## config.mk

```make
export PLATFORM = sky130hd
export DESIGN_NAME = h264_sps_dimension_parser_flat
export DESIGN_NICKNAME = d
export VERILOG_FILES = /design/src/hdl/sdp_pkg.sv /design/src/hdl/sdp_if.sv /design/src/hdl/sdp_front.sv /design/src/hdl/sdp_back.sv /design/src/hdl/h264_sps_dimension_parser.sv /design/src/flat_wrapper.sv
export SDC_FILE = /design/constraint.sdc
export NUM_CORES = 1
export LEC_CHECK = 0
export ABC_CLOCK_PERIOD_IN_PS = 7900
export BUFFER_PORTS_ARGS = -buffer_cell sky130_fd_sc_hd__buf_2
export CAP_MARGIN = 10
export CORE_ASPECT_RATIO = 0.6
export CORE_MARGIN = 2
export CORE_UTILIZATION = 38
export DETAILED_ROUTE_END_ITERATION = 6
export GPL_TIMING_DRIVEN = 0
export PLACE_DENSITY = 0.53
export SYNTH_ARGS = -nofsm -noshare
export SYNTH_HDL_FRONTEND = slang
export SYNTH_SLANG_ARGS = --single-unit
```

## constraint.sdc

```tcl
create_clock -name clk_i -period 7.9 [get_ports clk_i]
set_clock_uncertainty 0.05 [all_clocks]
set_input_delay 0 -clock clk_i [delete_from_list [all_inputs] [get_ports clk_i]]
set_output_delay 0 -clock clk_i [all_outputs]
set_load 0.1 [all_outputs]
```

## src/hdl/sdp_pkg.sv

```systemverilog
// Shared constants, types and step table for the SPS dimension parser.
// No dependencies.
package sdp_pkg;

  // syntax step codes
  localparam logic [5:0] ST_PROFILE  = 6'd0;
  localparam logic [5:0] ST_CONSTR   = 6'd1;
  localparam logic [5:0] ST_LEVEL    = 6'd2;
  localparam logic [5:0] ST_SPSID    = 6'd3;
  localparam logic [5:0] ST_CHROMA   = 6'd4;
  localparam logic [5:0] ST_SEPPLANE = 6'd5;
  localparam logic [5:0] ST_BDL      = 6'd6;
  localparam logic [5:0] ST_BDC      = 6'd7;
  localparam logic [5:0] ST_BYPASS   = 6'd8;
  localparam logic [5:0] ST_MATRIX   = 6'd9;
  localparam logic [5:0] ST_LISTFLAG = 6'd10;
  localparam logic [5:0] ST_DELTA    = 6'd11;
  localparam logic [5:0] ST_LOG2FN   = 6'd12;
  localparam logic [5:0] ST_POCTYPE  = 6'd13;
  localparam logic [5:0] ST_LOG2POC  = 6'd14;
  localparam logic [5:0] ST_DZERO    = 6'd15;
  localparam logic [5:0] ST_OFFNR    = 6'd16;
  localparam logic [5:0] ST_OFFTB    = 6'd17;
  localparam logic [5:0] ST_CYCLE    = 6'd18;
  localparam logic [5:0] ST_CYCOFF   = 6'd19;
  localparam logic [5:0] ST_MAXREF   = 6'd20;
  localparam logic [5:0] ST_GAPS     = 6'd21;
  localparam logic [5:0] ST_WIDTH    = 6'd22;
  localparam logic [5:0] ST_HEIGHT   = 6'd23;
  localparam logic [5:0] ST_FMO      = 6'd24;
  localparam logic [5:0] ST_MBAFF    = 6'd25;
  localparam logic [5:0] ST_D8       = 6'd26;
  localparam logic [5:0] ST_CROPF    = 6'd27;
  localparam logic [5:0] ST_CROP0    = 6'd28;
  localparam logic [5:0] ST_CROP1    = 6'd29;
  localparam logic [5:0] ST_CROP2    = 6'd30;
  localparam logic [5:0] ST_CROP3    = 6'd31;
  localparam logic [5:0] ST_VUI      = 6'd32;

  // result status codes
  localparam logic [1:0] STAT_OK    = 2'd0;
  localparam logic [1:0] STAT_SHORT = 2'd1;
  localparam logic [1:0] STAT_OVF   = 2'd2;

  // outcome of a byte
  localparam logic [1:0] RES_NONE = 2'd0;
  localparam logic [1:0] RES_OK   = 2'd1;
  localparam logic [1:0] RES_OVF  = 2'd2;

  typedef struct packed {
    logic [7:0] payload_byte;
    logic       last_byte;
  } byte_t;

  // queue to engine handshake
  typedef struct packed {
    logic  valid;
    byte_t data;
  } q_out_t;

  // fixed field length per step; zero means Exp-Golomb
  function automatic logic [3:0] fixed_len(input logic [5:0] step);
    logic [3:0] len;
    case (step)
      ST_PROFILE, ST_CONSTR, ST_LEVEL: len = 4'd8;
      ST_SEPPLANE, ST_BYPASS, ST_MATRIX, ST_LISTFLAG, ST_DZERO,
      ST_GAPS, ST_FMO, ST_MBAFF, ST_D8, ST_CROPF, ST_VUI: len = 4'd1;
      default: len = 4'd0;
    endcase
    return len;
  endfunction

endpackage

```

## src/hdl/sdp_if.sv

```systemverilog
// Valid/ready channel interfaces for the SPS dimension parser.
// Depends on nothing.
interface sdp_in_if;
  logic       valid;
  logic       ready;
  logic [7:0] payload_byte;
  logic       last_byte;
  modport source (output valid, output payload_byte, output last_byte, input ready);
  modport sink (input valid, input payload_byte, input last_byte, output ready);
endinterface

interface sdp_out_if #(parameter int DIM_BITS = 16);
  logic                valid;
  logic                ready;
  logic [DIM_BITS-1:0] frame_width;
  logic [DIM_BITS-1:0] frame_height;
  logic [1:0]          parse_status;
  modport source (output valid, output frame_width, output frame_height,
                  output parse_status, input ready);
  modport sink (input valid, input frame_width, input frame_height,
                input parse_status, output ready);
endinterface

```

## src/hdl/sdp_front.sv

```systemverilog
// Front end: accepts bytes into a two-entry queue ahead of the syntax engine.
// Depends on sdp_pkg and sdp_if.
module sdp_front (
  input  logic            clk_i,
  input  logic            rst_ni,
  sdp_in_if.sink          in_i,
  input  logic            pop_i,
  output sdp_pkg::q_out_t q_o
);
  sdp_pkg::byte_t mem_q [2];
  logic           wp_q, rp_q;
  logic [1:0]     cnt_q;
  logic           push, pop;

  assign in_i.ready = (cnt_q != 2'd2);
  assign push       = in_i.valid && in_i.ready;
  assign pop        = pop_i && (cnt_q != 2'd0);
  assign q_o.valid  = (cnt_q != 2'd0);
  assign q_o.data   = mem_q[rp_q];

  always_ff @(posedge clk_i) begin
    if (push) begin
      mem_q[wp_q].payload_byte <= in_i.payload_byte;
      mem_q[wp_q].last_byte    <= in_i.last_byte;
    end
  end

  always_ff @(posedge clk_i or negedge rst_ni) begin
    if (!rst_ni) begin
      wp_q  <= 1'b0;
      rp_q  <= 1'b0;
      cnt_q <= 2'd0;
    end else begin
      if (push) wp_q <= ~wp_q;
      if (pop) rp_q <= ~rp_q;
      cnt_q <= cnt_q + {1'b0, push} - {1'b0, pop};
    end
  end
endmodule

```

## src/hdl/sdp_back.sv

```systemverilog
// Back end: bit-serial SPS syntax engine with Exp-Golomb decode and result register.
// Depends on sdp_pkg and sdp_if.
module sdp_back #(
  parameter int GOLOMB_BITS = 32,
  parameter int DIM_BITS    = 16
) (
  input  logic            clk_i,
  input  logic            rst_ni,
  input  sdp_pkg::q_out_t q_i,
  output logic            pop_o,
  sdp_out_if.source       out_o
);
  localparam int G   = GOLOMB_BITS;
  localparam int LZW = $clog2(GOLOMB_BITS + 1);
  localparam int SW  = GOLOMB_BITS + 8;

  typedef enum logic [2:0] {
    BK_IDLE = 3'b001,
    BK_BITS = 3'b010,
    BK_END  = 3'b100
  } bk_state_e;

  bk_state_e      st_q, st_d;
  logic [7:0]     sh_q;
  logic [2:0]     cnt_q;
  logic           last_q;
  logic [5:0]     step_q, step_d;
  logic           gph_q, gph_d;
  logic [LZW-1:0] lz_q, lz_d, brem_q, brem_d;
  logic [G-1:0]   acc_q, acc_d;
  logic [7:0]     prof_q, prof_d;
  logic [3:0]     lidx_q, lidx_d;
  logic [6:0]     lpos_q, lpos_d;
  logic [7:0]     prev_q, prev_d;
  logic [G-1:0]   poc_q, poc_d;
  logic [G-1:0]   wmb_q, wmb_d, hmu_q, hmu_d;
  logic           prog_q, prog_d, c444_q, c444_d, fin_q, fin_d;
  logic [G-1:0]   crop_q [4];
  logic [G-1:0]   crop_d [4];
  logic [1:0]     res_q, res_d;

  logic                out_v_q;
  logic [DIM_BITS-1:0] ow_q, oh_q;
  logic [1:0]          os_q;

  // per-bit decode
  logic           b, done, bgn;
  logic [5:0]     bstep;
  logic [G-1:0]   v, acc_sh;
  logic [LZW-1:0] brem_dec, lz_inc;
  logic [7:0]     delta, up;
  logic [G-1:0]   poc_dec;
  logic [6:0]     lsize;
  logic [3:0]     lidx_n;

  // result arithmetic
  logic signed [SW-1:0] w_s, h_s, max_s;
  logic [DIM_BITS-1:0]  w_sat, h_sat;

  assign b        = sh_q[7];
  assign acc_sh   = {acc_q[G-2:0], b};
  assign brem_dec = (brem_q != '0) ? brem_q - LZW'(1) : '0;
  assign lz_inc   = lz_q + LZW'(1);
  assign poc_dec  = (poc_q != '0) ? poc_q - G'(1) : '0;
  assign lsize    = (lidx_q < 4'd6) ? 7'd16 : 7'd64;

  always_comb begin
    done     = 1'b0;
    v        = '0;
    bgn      = 1'b0;
    bstep    = step_q;
    delta    = '0;
    up       = '0;
    lidx_n   = lidx_q + 4'd1;
    st_d     = st_q;
    step_d   = step_q;
    gph_d    = gph_q;
    lz_d     = lz_q;
    brem_d   = brem_q;
    acc_d    = acc_q;
    prof_d   = prof_q;
    lidx_d   = lidx_q;
    lpos_d   = lpos_q;
    prev_d   = prev_q;
    poc_d    = poc_q;
    wmb_d    = wmb_q;
    hmu_d    = hmu_q;
    prog_d   = prog_q;
    c444_d   = c444_q;
    fin_d    = fin_q;
    crop_d   = crop_q;
    res_d    = res_q;

    if (st_q == BK_BITS && !fin_q) begin
      if (sdp_pkg::fixed_len(step_q) != 4'd0) begin
        acc_d  = acc_sh;
        brem_d = brem_dec;
        if (brem_dec == '0) begin
          done = 1'b1;
          v    = acc_sh;
        end
      end else if (!gph_q) begin
        if (!b) begin
          lz_d = lz_inc;
          if (lz_inc == LZW'(GOLOMB_BITS)) begin
            fin_d = 1'b1;
            res_d = sdp_pkg::RES_OVF;
          end
        end else if (lz_q == '0) begin
          done = 1'b1;
        end else begin
          gph_d  = 1'b1;
          brem_d = lz_q;
          acc_d  = '0;
        end
      end else begin
        acc_d  = acc_sh;
        brem_d = brem_dec;
        if (brem_dec == '0) begin
          done = 1'b1;
          v    = acc_sh + ~({G{1'b1}} << lz_q);
        end
      end

      if (done) begin
        bgn = 1'b1;
        case (step_q)
          sdp_pkg::ST_PROFILE: begin
            prof_d = v[7:0];
            bstep  = sdp_pkg::ST_CONSTR;
          end
          sdp_pkg::ST_CONSTR: bstep = sdp_pkg::ST_LEVEL;
          sdp_pkg::ST_LEVEL:  bstep = sdp_pkg::ST_SPSID;
          sdp_pkg::ST_SPSID: begin
            if (prof_q == 8'd100 || prof_q == 8'd110 || prof_q == 8'd122 ||
                prof_q == 8'd244 || prof_q == 8'd44 || prof_q == 8'd83 ||
                prof_q == 8'd86 || prof_q == 8'd118)
              bstep = sdp_pkg::ST_CHROMA;
            else
              bstep = sdp_pkg::ST_LOG2FN;
          end
          sdp_pkg::ST_CHROMA: begin
            c444_d = (v == G'(3));
            bstep  = (v == G'(3)) ? sdp_pkg::ST_SEPPLANE : sdp_pkg::ST_BDL;
          end
          sdp_pkg::ST_SEPPLANE: bstep = sdp_pkg::ST_BDL;
          sdp_pkg::ST_BDL:      bstep = sdp_pkg::ST_BDC;
          sdp_pkg::ST_BDC:      bstep = sdp_pkg::ST_BYPASS;
          sdp_pkg::ST_BYPASS:   bstep = sdp_pkg::ST_MATRIX;
          sdp_pkg::ST_MATRIX: begin
            if (v != '0) begin
              lidx_d = 4'd0;
              bstep  = sdp_pkg::ST_LISTFLAG;
            end else begin
              bstep = sdp_pkg::ST_LOG2FN;
            end
          end
          sdp_pkg::ST_LISTFLAG: begin
            if (v != '0) begin
              lpos_d = 7'd0;
              prev_d = 8'd8;
              bstep  = sdp_pkg::ST_DELTA;
            end else begin
              lidx_d = lidx_n;
              bstep  = (lidx_n < (c444_q ? 4'd12 : 4'd8)) ?
                       sdp_pkg::ST_LISTFLAG : sdp_pkg::ST_LOG2FN;
            end
          end
          sdp_pkg::ST_DELTA: begin
            // signed Exp-Golomb mapping, modulo 256
            delta  = v[0] ? (v[8:1] + 8'd1) : (8'd0 - v[8:1]);
            up     = prev_q + delta;
            if (up != 8'd0) prev_d = up;
            lpos_d = lpos_q + 7'd1;
            if ((lpos_q + 7'd1) >= lsize || up == 8'd0) begin
              lidx_d = lidx_n;
              bstep  = (lidx_n < (c444_q ? 4'd12 : 4'd8)) ?
                       sdp_pkg::ST_LISTFLAG : sdp_pkg::ST_LOG2FN;
            end else begin
              bstep = sdp_pkg::ST_DELTA;
            end
          end
          sdp_pkg::ST_LOG2FN: bstep = sdp_pkg::ST_POCTYPE;
          sdp_pkg::ST_POCTYPE: begin
            if (v == '0)        bstep = sdp_pkg::ST_LOG2POC;
            else if (v == G'(1)) bstep = sdp_pkg::ST_DZERO;
            else                bstep = sdp_pkg::ST_MAXREF;
          end
          sdp_pkg::ST_LOG2POC: bstep = sdp_pkg::ST_MAXREF;
          sdp_pkg::ST_DZERO:   bstep = sdp_pkg::ST_OFFNR;
          sdp_pkg::ST_OFFNR:   bstep = sdp_pkg::ST_OFFTB;
          sdp_pkg::ST_OFFTB:   bstep = sdp_pkg::ST_CYCLE;
          sdp_pkg::ST_CYCLE: begin
            poc_d = v;
            bstep = (v != '0) ? sdp_pkg::ST_CYCOFF : sdp_pkg::ST_MAXREF;
          end
          sdp_pkg::ST_CYCOFF: begin
            poc_d = poc_dec;
            bstep = (poc_dec != '0) ? sdp_pkg::ST_CYCOFF : sdp_pkg::ST_MAXREF;
          end
          sdp_pkg::ST_MAXREF: bstep = sdp_pkg::ST_GAPS;
          sdp_pkg::ST_GAPS:   bstep = sdp_pkg::ST_WIDTH;
          sdp_pkg::ST_WIDTH: begin
            wmb_d = v;
            bstep = sdp_pkg::ST_HEIGHT;
          end
          sdp_pkg::ST_HEIGHT: begin
            hmu_d = v;
            bstep = sdp_pkg::ST_FMO;
          end
          sdp_pkg::ST_FMO: begin
            prog_d = v[0];
            bstep  = v[0] ? sdp_pkg::ST_D8 : sdp_pkg::ST_MBAFF;
          end
          sdp_pkg::ST_MBAFF: bstep = sdp_pkg::ST_D8;
          sdp_pkg::ST_D8:    bstep = sdp_pkg::ST_CROPF;
          sdp_pkg::ST_CROPF:
            bstep = (v != '0) ? sdp_pkg::ST_CROP0 : sdp_pkg::ST_VUI;
          sdp_pkg::ST_CROP0, sdp_pkg::ST_CROP1, sdp_pkg::ST_CROP2,
          sdp_pkg::ST_CROP3: begin
            crop_d[step_q[1:0]] = v;
            bstep = step_q + 6'd1;
          end
          sdp_pkg::ST_VUI: begin
            bgn   = 1'b0;
            fin_d = 1'b1;
            res_d = sdp_pkg::RES_OK;
          end
          default: bstep = sdp_pkg::ST_PROFILE;
        endcase
      end

      if (bgn) begin
        step_d = bstep;
        gph_d  = 1'b0;
        lz_d   = '0;
        acc_d  = '0;
        brem_d = LZW'(sdp_pkg::fixed_len(bstep));
      end
    end

    // the byte marked last rearms the parser
    if (st_q == BK_END && last_q) begin
      step_d = sdp_pkg::ST_PROFILE;
      gph_d  = 1'b0;
      lz_d   = '0;
      acc_d  = '0;
      brem_d = LZW'(sdp_pkg::fixed_len(sdp_pkg::ST_PROFILE));
      prof_d = '0;
      lidx_d = '0;
      lpos_d = '0;
      prev_d = 8'd8;
      poc_d  = '0;
      wmb_d  = '0;
      hmu_d  = '0;
      prog_d = 1'b0;
      c444_d = 1'b0;
      fin_d  = 1'b0;
      crop_d = '{default: '0};
    end

    case (st_q)
      BK_IDLE: if (q_i.valid && !out_v_q) st_d = BK_BITS;
      BK_BITS: if (cnt_q == 3'd7) st_d = BK_END;
      BK_END:  st_d = BK_IDLE;
      default: st_d = BK_IDLE;
    endcase
  end

  assign pop_o = (st_q == BK_IDLE) && q_i.valid && !out_v_q;

  // cropped dimensions, crop unit two
  assign w_s = (SW'(wmb_q) + SW'(1)) * SW'(16)
             - ((SW'(crop_q[0]) + SW'(crop_q[1])) <<< 1);
  assign h_s = ((SW'(hmu_q) + SW'(1)) <<< (prog_q ? 4 : 5))
             - ((SW'(crop_q[2]) + SW'(crop_q[3])) <<< 1);
  assign max_s = SW'({DIM_BITS{1'b1}});
  assign w_sat = w_s[SW-1] ? '0 : ((w_s > max_s) ? {DIM_BITS{1'b1}} : w_s[DIM_BITS-1:0]);
  assign h_sat = h_s[SW-1] ? '0 : ((h_s > max_s) ? {DIM_BITS{1'b1}} : h_s[DIM_BITS-1:0]);

  assign out_o.valid        = out_v_q;
  assign out_o.frame_width  = ow_q;
  assign out_o.frame_height = oh_q;
  assign out_o.parse_status = os_q;

  always_ff @(posedge clk_i) begin
    if (pop_o) sh_q <= q_i.data.payload_byte;
    else if (st_q == BK_BITS) sh_q <= {sh_q[6:0], 1'b0};
    if (pop_o) last_q <= q_i.data.last_byte;
    if (st_q == BK_END) begin
      if (res_q == sdp_pkg::RES_OK) begin
        ow_q <= w_sat;
        oh_q <= h_sat;
        os_q <= sdp_pkg::STAT_OK;
      end else if (res_q == sdp_pkg::RES_OVF) begin
        ow_q <= '0;
        oh_q <= '0;
        os_q <= sdp_pkg::STAT_OVF;
      end else begin
        ow_q <= '0;
        oh_q <= '0;
        os_q <= sdp_pkg::STAT_SHORT;
      end
    end
  end

  always_ff @(posedge clk_i or negedge rst_ni) begin
    if (!rst_ni) begin
      st_q    <= BK_IDLE;
      cnt_q   <= '0;
      step_q  <= sdp_pkg::ST_PROFILE;
      gph_q   <= 1'b0;
      lz_q    <= '0;
      brem_q  <= LZW'(sdp_pkg::fixed_len(sdp_pkg::ST_PROFILE));
      acc_q   <= '0;
      prof_q  <= '0;
      lidx_q  <= '0;
      lpos_q  <= '0;
      prev_q  <= 8'd8;
      poc_q   <= '0;
      wmb_q   <= '0;
      hmu_q   <= '0;
      prog_q  <= 1'b0;
      c444_q  <= 1'b0;
      fin_q   <= 1'b0;
      crop_q  <= '{default: '0};
      res_q   <= sdp_pkg::RES_NONE;
      out_v_q <= 1'b0;
    end else begin
      st_q   <= st_d;
      step_q <= step_d;
      gph_q  <= gph_d;
      lz_q   <= lz_d;
      brem_q <= brem_d;
      acc_q  <= acc_d;
      prof_q <= prof_d;
      lidx_q <= lidx_d;
      lpos_q <= lpos_d;
      prev_q <= prev_d;
      poc_q  <= poc_d;
      wmb_q  <= wmb_d;
      hmu_q  <= hmu_d;
      prog_q <= prog_d;
      c444_q <= c444_d;
      fin_q  <= fin_d;
      crop_q <= crop_d;
      if (st_q == BK_BITS) cnt_q <= cnt_q + 3'd1;
      else cnt_q <= '0;
      if (st_q == BK_END) res_q <= sdp_pkg::RES_NONE;
      else res_q <= res_d;
      if (out_v_q && out_o.ready) out_v_q <= 1'b0;
      else if (st_q == BK_END &&
               (res_q != sdp_pkg::RES_NONE || (last_q && !fin_q))) out_v_q <= 1'b1;
    end
  end
endmodule

```

## src/hdl/h264_sps_dimension_parser.sv

```systemverilog
// Top level of the H.264 SPS dimension parser: byte queue plus syntax engine.
// Depends on sdp_pkg, sdp_if, sdp_front and sdp_back.
//
// Feed the SPS payload from its first (profile) byte on, one byte per item, with
// last_byte on the final byte. Bytes land in a two-entry queue; the syntax engine takes a
// byte out, consumes its bits one per cycle and then closes the byte. A result (cropped
// width and height, or an error status) sits in an output register; the engine does not
// start the next byte until that result is taken, while the queue keeps accepting until
// both entries are full.
module h264_sps_dimension_parser #(
  parameter int GOLOMB_BITS = 32,
  parameter int DIM_BITS    = 16
) (
  input logic       clk_i,
  input logic       rst_ni,
  sdp_in_if.sink    in_i,
  sdp_out_if.source out_o
);
  sdp_pkg::q_out_t q;
  logic            pop;

  sdp_front u_front (
    .clk_i  (clk_i),
    .rst_ni (rst_ni),
    .in_i   (in_i),
    .pop_i  (pop),
    .q_o    (q)
  );

  sdp_back #(
    .GOLOMB_BITS (GOLOMB_BITS),
    .DIM_BITS    (DIM_BITS)
  ) u_back (
    .clk_i  (clk_i),
    .rst_ni (rst_ni),
    .q_i    (q),
    .pop_o  (pop),
    .out_o  (out_o)
  );
endmodule

```

## src/flat_wrapper.sv

```systemverilog
// flat-port wrapper written by rule: the top's interface ports become plain ports
module h264_sps_dimension_parser_flat 
#(
  parameter int GOLOMB_BITS = 32,
  parameter int DIM_BITS    = 16
)
  (clk_i, rst_ni, in_i_valid, in_i_payload_byte, in_i_last_byte, in_i_ready, out_o_valid, out_o_frame_width, out_o_frame_height, out_o_parse_status, out_o_ready);
  sdp_in_if in_i_i ();
  sdp_out_if #(.DIM_BITS(DIM_BITS)) out_o_i ();
  input logic clk_i;
  input logic rst_ni;
  input wire logic [$bits(in_i_i.valid)-1:0] in_i_valid;
  input wire logic [$bits(in_i_i.payload_byte)-1:0] in_i_payload_byte;
  input wire logic [$bits(in_i_i.last_byte)-1:0] in_i_last_byte;
  output wire logic [$bits(in_i_i.ready)-1:0] in_i_ready;
  output wire logic [$bits(out_o_i.valid)-1:0] out_o_valid;
  output wire logic [$bits(out_o_i.frame_width)-1:0] out_o_frame_width;
  output wire logic [$bits(out_o_i.frame_height)-1:0] out_o_frame_height;
  output wire logic [$bits(out_o_i.parse_status)-1:0] out_o_parse_status;
  input wire logic [$bits(out_o_i.ready)-1:0] out_o_ready;
  assign in_i_i.valid = in_i_valid;
  assign in_i_i.payload_byte = in_i_payload_byte;
  assign in_i_i.last_byte = in_i_last_byte;
  assign in_i_ready = in_i_i.ready;
  assign out_o_valid = out_o_i.valid;
  assign out_o_frame_width = out_o_i.frame_width;
  assign out_o_frame_height = out_o_i.frame_height;
  assign out_o_parse_status = out_o_i.parse_status;
  assign out_o_i.ready = out_o_ready;
  h264_sps_dimension_parser #(.GOLOMB_BITS(GOLOMB_BITS), .DIM_BITS(DIM_BITS)) u_core (.clk_i(clk_i), .rst_ni(rst_ni), .in_i(in_i_i), .out_o(out_o_i));
endmodule
```

==> flow_summary.json <==
{
  "status": "complete, but fails checks",
  "violations": "design-rule violations",
  "final_cell_area_sq_um": 32400,
  "synth_adder_area_share_pct": 8.67,
  "p_per_area_nw_per_um2": 196,
  "syn-num-nets": 3736,
  "die_w_microns": 358,
  "use_met3_pct": 10.6,
  "synth_xor_xnor_area_share_pct": 5.57,
  "maxSlewHeadroom_pct": 18.3,
  "hpwl_microns": 80500,
  "grt_use_met1_pct": 44.0,
  "worstMarginPinSlew_ns": 1.22,
  "area_delta_synth_final_pct": 13.0,
  "drive_above_1_share_pct": 7.90,
  "hold_path.class": "input port to register",
  "seqCellArea_sq_um": 9770,
  "synth_top_area_share_pct": 27.4,
  "cap_violations": 0,
  "holdWs_ns": 0.0523,
  "synthCells": 3527,
  "setup_violations": 0,
  "vias_per_cell": 5.91,
  "synth_top_family_by_area": "compound AO/OA/AOI/OAI gates",
  "grt_pass1_vias": 24483,
  "critical_path_class": "register to register",
  "grtUsageMet2_pct": 31.5,
  "synth_area_per_cell_sq_um": 8.12,
  "start_kind": "register",
  "cp-end-kind": "register",
  "fillers": 7514,
  "die-area_sq_um": 77700,
  "num_io_pins": 49,
  "yosysWarnings": 0,
  "synth_mux_area_share_pct": 1.34,
  "grt_pass1_wl_microns": 159000,
  "grt_max_degree": 114,
  "cp.required_ns": 8.40,
  "place_ws_ns": -1.17,
  "slew_viol_final": 0,
  "synth_area_leaders": "dfrtp_1 (27%), ha_1 (8.4%), edfxtp_1 (6.4%)",
  "ys_dominant_reg_cell": "dfrtp_1",
  "grt-ovfl-total": 0,
  "multi_input_comb_area_sq_um": 18100,
  "ir_worst_vdd_mv": 0.152,
  "core_area_sq_um": 74100,
  "async_reset_ff_share_pct": 83.9,
  "arrival_ns": 8.04,
  "clk_latency_ns": 0.63,
  "h-tree-depth": 2,
  "fin_ws_ns": 0.360,
  "final.min_clock_period_ns": 7.54,
  "fmax_ghz": 0.133,
  "cts.sinks": 378,
  "ys_ff_latch": 378,
  "busiest_layer": "met1",
  "antenna_cells": 0,
  "crit_fanout": 9,
  "synth_edf_count": 61,
  "vias": 27664,
  "cts_tree": "yes",
  "p_leak_nw": 13.7,
  "routedWlPerCell_microns": 22.6,
  "cts.reportedPaths.clkPinSlew_ns": 0.07,
  "clk_path_buf_depth": 3,
  "post-route-drc-count": 21,
  "period_share_pct": 95.4,
  "yosys.area.top_type": "dfrtp_1",
  "numPortBuffers": 48,
  "die-height_microns": 217,
  "drt_iter0_drc": 3223,
  "ant_nets": 0,
  "wirelength_microns": 106000,
  "std_cell_rows": 77,
  "synth-simple-area-share_pct": 21.9,
  "nNetsFinal": 3875,
  "yosysUniqueCellTypes": 106,
  "start_util_pct": 38.7,
  "antenna_found_initial": 4,
  "hold_viol_final": 0,
  "synth_compound_area_share_pct": 24.5,
  "place_congestion": 0.992,
  "drt_pre_antenna_iters": 7,
  "netlist_area_sq_um": 28600,
  "ys_seq_area_share_pct": 34.1,
  "grt_use_total_pct": 26.8,
  "clockRootBuffer": "clkbuf_16",
  "placed_area_sq_um": 30400,
  "cts_buffers": 42
}
## power by group
part / switching (W) / total (W) / internal [W]
Clock: 0.000924 / 0.00211 / 0.00119
Sequential: 0.000117 / 0.00223 / 0.00212
Combinational: 0.00143 / 0.00201 / 0.000581
## placed cells by master (no fill, tap or decap), types with 12 or more instances in the layout
master and n:
buf_2 67, nand3_1 126, dlygate4sd3_1 13, dfrtp_1 314, nor2_1 405, nor4_1 28, clkbuf_16 42, o21a_1 17
buf_1 14, xnor2_1 106, a211oi_1 150, nor2b_1 20, and3_1 45, a21oi_2 13, o22ai_1 14, a21o_1 49
a31oi_1 35, a21oi_1 321, nand4_1 33, inv_1 101, or3_1 35, o21ai_1 14, nand2_1 435, a22o_1 12
o211ai_1 16, edfxtp_1 61, ha_1 189, o21ai_0 221, nor3_1 84, mux2i_1 27, and2_1 22, a22oi_1 16
o21bai_1 29, xor2_1 74, clkbuf_1 149, buf_4 18, nand2b_1 41, o31ai_1 29
## routing by layer
metal	up-vias	share of wire (%)	wire length [microns]
met1	13213	52	54700
met2	1172	35	36600
met5	-	0.13	139
met3	105	12	12900
li1	13171	-	-
met4	3	1.3	1360
## metrics by stage
stage	total power, W	cells	TNS, ns	util [%]
5_1_grt	0.00663	4684	-0.0169	43.7
4_1_cts	0.00627	4678	0	43.4
6_report	0.00636	4684	0	43.7
3_3_place_gp	0.00412	4562	-122.92	40.6
3_5_place_dp	0.00413	4583	-20.26	41.1
2_1_floorplan	0.00346	3527	0	-
## path summary, 6_finish.rpt
check                                            start                    endpoint  slack (ns)  cells after the start
worst min-delay path              in_i_payload_byte[0]  u_core.u_front.mem_q[0][1]        0.05                      2
worst max-delay path             u_core.u_back.lz_q[1]     u_core.u_back.brem_q[3]        0.36                     22
worst min register to register  u_core.u_back.cnt_q[0]      u_core.u_back.cnt_q[0]        0.38                      1
min in group asynchronous                       rst_ni     u_core.u_back.poc_q[26]        0.45                      4
worst max register to register   u_core.u_back.lz_q[1]     u_core.u_back.brem_q[3]        0.36                     22
max in group asynchronous                       rst_ni     u_core.u_back.wmb_q[29]        5.98                      6
## cell usage after synthesis (all sizes together), types with 16 or more instances
| cell | instances |
|---|---|
| xor2 | 76 |
| ha | 192 |
| clkbuf | 149 |
| mux2i | 27 |
| inv | 101 |
| a21oi | 335 |
| dfrtp | 314 |
| a22oi | 20 |
| nand2 | 435 |
| o21ai | 237 |
| edfxtp | 61 |
| o31ai | 29 |
| and2 | 25 |
| a211oi | 153 |
| buf | 34 |
| a31oi | 37 |
| xnor2 | 106 |
| nand4 | 34 |
| o21a | 17 |
| o21bai | 29 |
| nor2 | 408 |
| nand2b | 41 |
| nor4 | 30 |
| nor3 | 90 |
| o211ai | 16 |
| nand3 | 130 |
| a21o | 50 |
| and3 | 45 |
| nor2b | 20 |
| or3 | 37 |
## kinds of logic after synthesis
| logic type | count (synthesis) |
|---|---|
| and+or+nand+nor | 1354 |
| AOI/OAI and AO/OA | 1093 |
| DFF | 378 |
| buffers and inverters | 287 |
| adders and majority gates | 196 |
| xor gates and xnor gates | 182 |
| muxes | 37 |
## flip-flops by register name, indices dropped and copies added, names as in the netlist, 2 cells and up
| name | flops |
|---|---|
| u_core.u_back.crop_q | 128 |
| u_core.u_back.hmu_q | 32 |
| u_core.u_back.poc_q | 32 |
| u_core.u_back.wmb_q | 32 |
| u_core.u_back.acc_q | 31 |
| u_core.u_front.mem_q | 18 |
| u_core.u_back.out_o.frame_height | 16 |
| u_core.u_back.out_o.frame_width | 16 |
| u_core.u_back.prev_q | 8 |
| u_core.u_back.prof_q | 8 |
| u_core.u_back.sh_q | 8 |
| u_core.u_back.lpos_q | 7 |
| u_core.u_back.brem_q | 6 |
| u_core.u_back.lz_q | 6 |
| u_core.u_back.step_q | 6 |
| u_core.u_back.lidx_q | 4 |
| u_core.u_back.cnt_q | 3 |
| u_core.u_back.st_q | 3 |
| u_core.u_back.out_o.parse_status | 2 |
| u_core.u_back.res_q | 2 |
| u_core.u_front.cnt_q | 2 |
## final cells by class
cell class / instances / share of cell area [%]
Multi-Input combinational cell: 2862 / 55.8
Clock buffer: 53 / 3.50
Sequential cell: 378 / 30.2
Inverter: 104 / 1.22
Buffer: 182 / 2.26
Tap cell: 987 / 3.81
Clock inverter: 22 / 0.850
Timing Repair Buffer: 96 / 2.41
## repair_timing
action / 4_1_cts / 5_1_grt
hold buffers: 14 / 0
endpoints found under the hold margin: 154 / 0
resized for setup: 28 / 41
setup endpoints to repair: 38 / 50
pin swaps: 8 / 17
gates cloned: 1 / 0
buffers inserted: 5 / 7
## worst max-delay path: stages, from the launching register on
cell and delay (ns):
dfrtp_1 0.38, clkbuf_1 0.24, inv_1 0.10, ha_1 0.34, nand3_1 0.27, ha_1 0.31
fa_1 0.44, a211oi_1 0.41, o21ai_1 0.23, a41oi_1 0.30, xnor2_1 0.11, a22oi_2 0.90
nor3b_1 0.28, nand4b_1 0.16, nor4_1 0.27, nand4_2 0.24, nor2_1 0.38, nand4b_1 0.15
a2111oi_1 0.79, o221ai_1 0.34, a2111oi_4 0.48, a2111oi_0 0.14, o21ai_1 0.17
(Power assumes the default switching activity.)
